===== config.mk =====
export PLATFORM = sky130hd
export DESIGN_NAME = brt_front
export DESIGN_NICKNAME = d
export VERILOG_FILES = /design/src/rtl/assert_macros.svh /design/src/rtl/brt_pkg.sv /design/src/rtl/brt_front.sv
export SDC_FILE = /design/constraint.sdc
export NUM_CORES = 1
export LEC_CHECK = 0
export BUFFER_PORTS_ARGS = -buffer_cell sky130_fd_sc_hd__buf_4
export CORE_MARGIN = 10
export CORE_UTILIZATION = 50
export CTS_CLUSTER_SIZE = 40
export DETAILED_ROUTE_END_ITERATION = 10
export PLACE_DENSITY = 0.74
export SLEW_MARGIN = 20
export SYNTH_ARGS = -nofsm -noshare
export SYNTH_HDL_FRONTEND = slang
export SYNTH_SLANG_ARGS = --single-unit

===== constraint.sdc =====
create_clock -name clk -period 9 [get_ports clk]
set_clock_uncertainty 0.15 [all_clocks]
set_input_delay 0.9 -clock clk [delete_from_list [all_inputs] [get_ports clk]]
set_output_delay 0.9 -clock clk [all_outputs]
set_load 0.1 [all_outputs]

===== src/rtl/assert_macros.svh =====
// Assertion helper macros shared by the reach table RTL.
// No dependencies; included by modules that carry checks.
`ifndef ASSERT_MACROS_SVH
`define ASSERT_MACROS_SVH
// Combinational property that must hold at every edge outside reset.
`define BRT_ASSERT(lbl, clk, rst, prop) \
  lbl: assert property (@(posedge clk) disable iff (rst) (prop)) \
    else $error("reach table check failed");
// Same-cycle implication.
`define BRT_ASSERT_IMP(lbl, clk, rst, ante, cons) \
  lbl: assert property (@(posedge clk) disable iff (rst) (ante) |-> (cons)) \
    else $error("reach table implication failed");
// Next-cycle implication.
`define BRT_ASSERT_NXT(lbl, clk, rst, ante, cons) \
  lbl: assert property (@(posedge clk) disable iff (rst) (ante) |=> (cons)) \
    else $error("reach table sequence failed");
`endif


===== src/rtl/brt_pkg.sv =====
// Shared types and constants of the bitset reach table.
// No dependencies.
`default_nettype none
package brt_pkg;

  typedef enum logic [1:0] {
    CMD_GAIN   = 2'd0,
    CMD_LOOKUP = 2'd1,
    CMD_SETQ   = 2'd2,
    CMD_CLEAR  = 2'd3
  } cmd_t;

  typedef enum logic [1:0] {
    ST_OK     = 2'd0,
    ST_FULL   = 2'd1,
    ST_ABSENT = 2'd2
  } status_t;

  localparam logic        REG_DENSE = 1'b0;
  localparam logic        REG_LIMIT = 1'b1;
  localparam logic [31:0] HASH_MULT = 32'h9E37_79B1;
  localparam int          HASH_SHIFT = 7;
  localparam logic [7:0]  UNREACHED = 8'hFF;

  // One queued command, classified by the front end.
  typedef struct packed {
    cmd_t        cmd;
    logic [31:0] node;
    logic [63:0] word;
    logic [7:0]  hop;
    logic        flag;
    logic [5:0]  tbit;
    logic [15:0] home;      // hash home slot, low bits used
    logic        dense;
    logic        in_range;  // dense only: node below effective limit
  } brt_item_t;

  // One table row.
  typedef struct packed {
    logic        valid;
    logic [31:0] key;
    logic [63:0] reach;
    logic [7:0]  first;
    logic        queued;
  } brt_row_t;

  typedef struct packed {
    logic clearing;
  } brt_stat_t;

endpackage
`default_nettype wire


===== src/rtl/brt_front.sv =====
// Front end: accepts command beats, hashes and classifies them, 2-deep queue.
// Depends on brt_pkg.
`default_nettype none
module brt_front #(
  parameter int TABLE_SLOTS = 1024
) (
  input  wire logic              clk,
  input  wire logic              rst,
  input  wire logic              in_valid,
  output logic                   in_ready,
  input  wire logic [1:0]        cmd,
  input  wire logic [31:0]       node,
  input  wire logic [63:0]       word,
  input  wire logic [7:0]        hop_distance,
  input  wire logic              flag_value,
  input  wire logic [5:0]        target_bit,
  input  wire logic              dense_mode,
  input  wire logic [10:0]       node_limit,
  input  wire brt_pkg::brt_stat_t stat,
  output logic                   q_valid,
  output brt_pkg::brt_item_t     q_item,
  input  wire logic              q_pop
);
  import brt_pkg::*;

  localparam int SB = $clog2(TABLE_SLOTS);

  brt_item_t  ent [2];
  logic       wr_ptr, rd_ptr;
  logic [1:0] q_count;
  brt_item_t  new_item;
  logic [63:0] product;
  logic        push;

  assign product = 64'(node) * 64'(HASH_MULT);

  always_comb begin
    new_item          = '0;
    new_item.cmd      = cmd_t'(cmd);
    new_item.node     = node;
    new_item.word     = word;
    new_item.hop      = hop_distance;
    new_item.flag     = flag_value;
    new_item.tbit     = target_bit;
    new_item.home     = 16'(product[HASH_SHIFT+SB-1:HASH_SHIFT]);
    new_item.dense    = dense_mode;
    new_item.in_range = (node < 32'(node_limit)) && (node < 32'(TABLE_SLOTS));
  end

  assign in_ready = (q_count != 2'd2) && !stat.clearing;
  assign push     = in_valid && in_ready;
  assign q_valid  = (q_count != 2'd0);
  assign q_item   = ent[rd_ptr];

  always_ff @(posedge clk) begin
    if (push) begin
      ent[wr_ptr] <= new_item;
    end
  end

  always_ff @(posedge clk) begin
    if (rst) begin
      wr_ptr  <= 1'b0;
      rd_ptr  <= 1'b0;
      q_count <= 2'd0;
    end else begin
      if (push) wr_ptr <= ~wr_ptr;
      if (q_pop) rd_ptr <= ~rd_ptr;
      q_count <= q_count + 2'(push) - 2'(q_pop);
    end
  end

endmodule
`default_nettype wire


==> flow_summary_export.csv <==
group,metric,value,unit
sta,rsz0062_at_grt,"no",
critical_path,timing.rr.start,"q_count[0]$_SDFF_PP0_",
critical_path,critPathCaptureType,"flip-flop",
critical_path,rr_worst_depth,7,
pwr,seqPwrFrac,36.4,%
route,firstDrtPassIters,4,
clock_network,postCtsHoldBufs,0,
pwr,leakage,5.901,nW
final_layout,drive_above_1_share,44.04,%
sta,min_period,4.813,ns
critical_path,cp.required,9.11,ns
final_layout,fin_nets,1194,
clock_network,post_cts_resized,0,
die,die_w,172.4,µm
pwr,p_switching,1.565,mW
sta,timing_hold_violations_final,0,
critical_path,path_class,"in2reg",
grt,antenna_found_initial,1,
die,ios,263,
clock_network,clk_pin_slew,0.06,ns
route,routed_wl,26.14,mm
grt,grt_pass1_wl,38.50,mm
yosys,synth_warnings,0,
clock_network,clock_latency,0.51,ns
yosys,yosys-top-cells-area,"edfxtp_1 65%, mux2_2 12%, ha_1 7.4%",
outcome,status,"finished, final reports clean",
sta,fmax,0.2078,GHz
yosys,syn_inst,685,
flow_run,drv_cap,0,
sta,worstMarginPinSlew,1.073,ns
route,drt_iter0_markers,324,
clock_network,numCtsBuffers,27,
critical_path,path_max_fanout,9,
yosys,yosysSeqAreaShare,65.52,%
sta,report.final.slew_viol_count,0,
die,dieArea,29720,µm²
clock_network,post_cts.repair.setup_buffers,0,
placement,portBuffers,256,
yosys,synth.avg_cell_area,16.95,µm²
hold_path,worstHoldPathType,"reg2reg",
sta,finalSetupTns,0,ns
critical_path,crit_slowest_cell,"fa_1",
sta,finalWorstSetupSlack,4.187,ns
die,row_count,55,
clock_network,cts.sinks,255,
final_layout,area_growth,26.90,%
critical_path,slowest_delay,0.53,ns
hold_path,hold_start,"rd_ptr$_SDFFE_PP0P_",
yosys,synth_top_area_share,64.66,%
placement,placedCellCount,1244,
final_layout,nFillCells,1670,
route,drc,0,
sta,relSlewSlack,28.48,%
critical_path,reg2reg_to,"ent[0][68]$_DFFE_PP_",
yosys,ys_types,32,
critical_path,worstPathArrival,4.92,ns
critical_path,crit_chain,"buf_4 -> ha_1 -> inv_1 -> fa_1 -> inv_1 -> ha_1 -> inv_1 -> fa_1 -> inv_1 -> fa_1 -> inv_1 -> fa_1 -> inv_1 -> ha_1 -> nor3_1 -> nor2_1 -> o41ai_2 -> o21ai_0 -> xnor2_1",
critical_path,cp-start-kind,"input pin",
grt,grt_use_total,16.81,%
clock_network,cts_buffer_depth,3,
hold_path,whs_path_depth,2,
route,wl_per_cell,20.18,µm
route,vias_per_cell,4.978,
yosys,syn_area,11610,µm²
critical_path,r2r_slack,5.56,ns
critical_path,cp_common_cell,"inv_1",
sta,setup_viol,0,
die,core,22780,µm²
pwr,p_comb_share,39.4,%
die,die_h,172.4,µm
clock_network,cts_tree,"done",
pwr,clkPwrFrac,24.2,%
pwr,power_density,282.1,nW/µm²
final_layout,final_cells,1295,
route,drtAntennaViolNets,0,
die,start_util,50.98,%
clock_network,cts-root-buf,"clkbuf_16",
grt,grt-ovfl-total,0,
grt,grt_max_degree,78,
clock_network,htree_levels,1,
route,vias,6446,
placement,place_hpwl,19.17,mm
pwr,finalPower,4.156,mW
placement,gp_congestion,0.7834,
yosys,synth_seq_cells,255,
pwr,p_int,2.591,mW
pwr,power_switching_share,37.66,%
yosys,post-synth-top-area-cell,"edfxtp_1",
placement,place_ws,3.591,ns
critical_path,crit_start,"node[5]",
pwr,max-vdd-ir-drop,0.1972,mV
sta,finalCritPeriodShare,53.48,%
grt,grt_pass1_vias,6739,
[cell usage in the layout (no fill, tap or decap), types with 3 or more instances in the layout]
| cell type | instances |
|---|---|
| a21o_1 | 3 |
| fa_1 | 34 |
| ha_1 | 69 |
| conb_1 | 6 |
| xor2_1 | 7 |
| xnor2_1 | 25 |
| nor2_1 | 14 |
| clkbuf_16 | 27 |
| clkinv_1 | 7 |
| nor4_1 | 5 |
| a21oi_1 | 6 |
| edfxtp_1 | 250 |
| dfxtp_1 | 4 |
| clkinv_2 | 4 |
| clkbuf_1 | 5 |
| nand2_1 | 9 |
| buf_4 | 261 |
| clkinvlp_4 | 3 |
| nor3_1 | 3 |
| mux2_2 | 125 |
| inv_1 | 87 |
| o21ai_0 | 5 |
[kinds of logic (layout without fill, tap and decap cells)]
family	count (synthesis)	after routing	share of synthesized area, %
adders and majority gates	103	103	13.30
DFF	255	255	65.52
xor gates and xnor gates	32	32	2.414
AOI/OAI and AO/OA	23	23	1.315
other	1	7	0.03230
and+or+nand+nor	39	39	1.595
buffers and inverters	107	398	3.707
muxes	125	125	12.12
[registers in the layout, indices dropped and copies added (netlist names), named ones only]
| signal | count |
|---|---|
| q_count | 2 |
| ent | 250 |
| rd_ptr | 1 |
| wr_ptr | 1 |
[how the worst max path moves through the flow]
stage,end
2_1_floorplan,ent[0][0]$_DFFE_PP_
3_3_place_gp,ent[0][11]$_DFFE_PP_
3_5_place_dp,ent[0][11]$_DFFE_PP_
4_1_cts,ent[0][11]$_DFFE_PP_
5_1_grt,ent[1][11]$_DFFE_PP_
6_report,ent[0][11]$_DFFE_PP_
[critical path: cells and delay by family]
family | cells | cell delay [ns]
adders and majority gates | 7 | 2.88
and+or+nand+nor | 2 | 0.31
AOI/OAI and AO/OA | 2 | 0.25
buffers and inverters | 7 | 0.43
xor gates and xnor gates | 1 | 0.15
[metal layers]
metal,track usage (%),share of wire [%]
met2,28.22,49
met1,20.65,40
met5,0,0.077
met4,4.160,1.7
met3,5.312,9.1
[power groups by stage]
stage / Sequential [mW] / Clock (mW) / Combinational (mW)
after floorplan: 1.54 / 0 / 1.31
after global placement: 1.53 / 0 / 1.63
after detailed placement: 1.54 / 0 / 1.65
after CTS: 1.52 / 1.03 / 1.66
after global routing: 1.52 / 1.08 / 1.78
final: 1.51 / 1.01 / 1.64
[cell type report]
type	instances	area [µm²]	area share (%)
antenna	1	2.502	0.01698
multi-input combinational	328	3605	24.47
timing repair buffer	262	1987	13.49
inverter	87	326.6	2.216
sequential	255	7611	51.66
clock inverter	17	116.4	0.7897
clock buffer	32	694.4	4.713
tap	313	391.6	2.658
[synthesized netlist by cell type]
library cell  instances
edfxtp_1            250
mux2_2              125
inv_1                87
ha_1                 69
fa_1                 34
xnor2_1              25
nor2_1               15
clkbuf_1              9
nand2_1               9
xor2_1                7
a21oi_1               6
buf_4                 6
buf_2                 5
dfxtp_1               5
nor4_1                5
o21ai_0               5
a21o_1                3
nor3_1                3
a21oi_2               2
nor2b_1               2
o211ai_1              2
a31oi_1               1
and3_1                1
and4_4                1
conb_1                1
nand2b_1              1
nand4_1               1
o21ai_1               1
o21bai_1              1
o31ai_1               1
o41ai_2               1
or2_2                 1
[per-stage QoR]
step	utilization (%)	hold slack [ns]	area, µm²
2_1_floorplan	-	0.3299	11630
3_3_place_gp	60.99	0.3448	13890
3_5_place_dp	60.99	0.3790	13890
4_1_cts	64.55	0.3799	14700
5_1_grt	64.67	0.3764	14730
6_report	64.69	0.3825	14730
(Power assumes the default switching activity.)
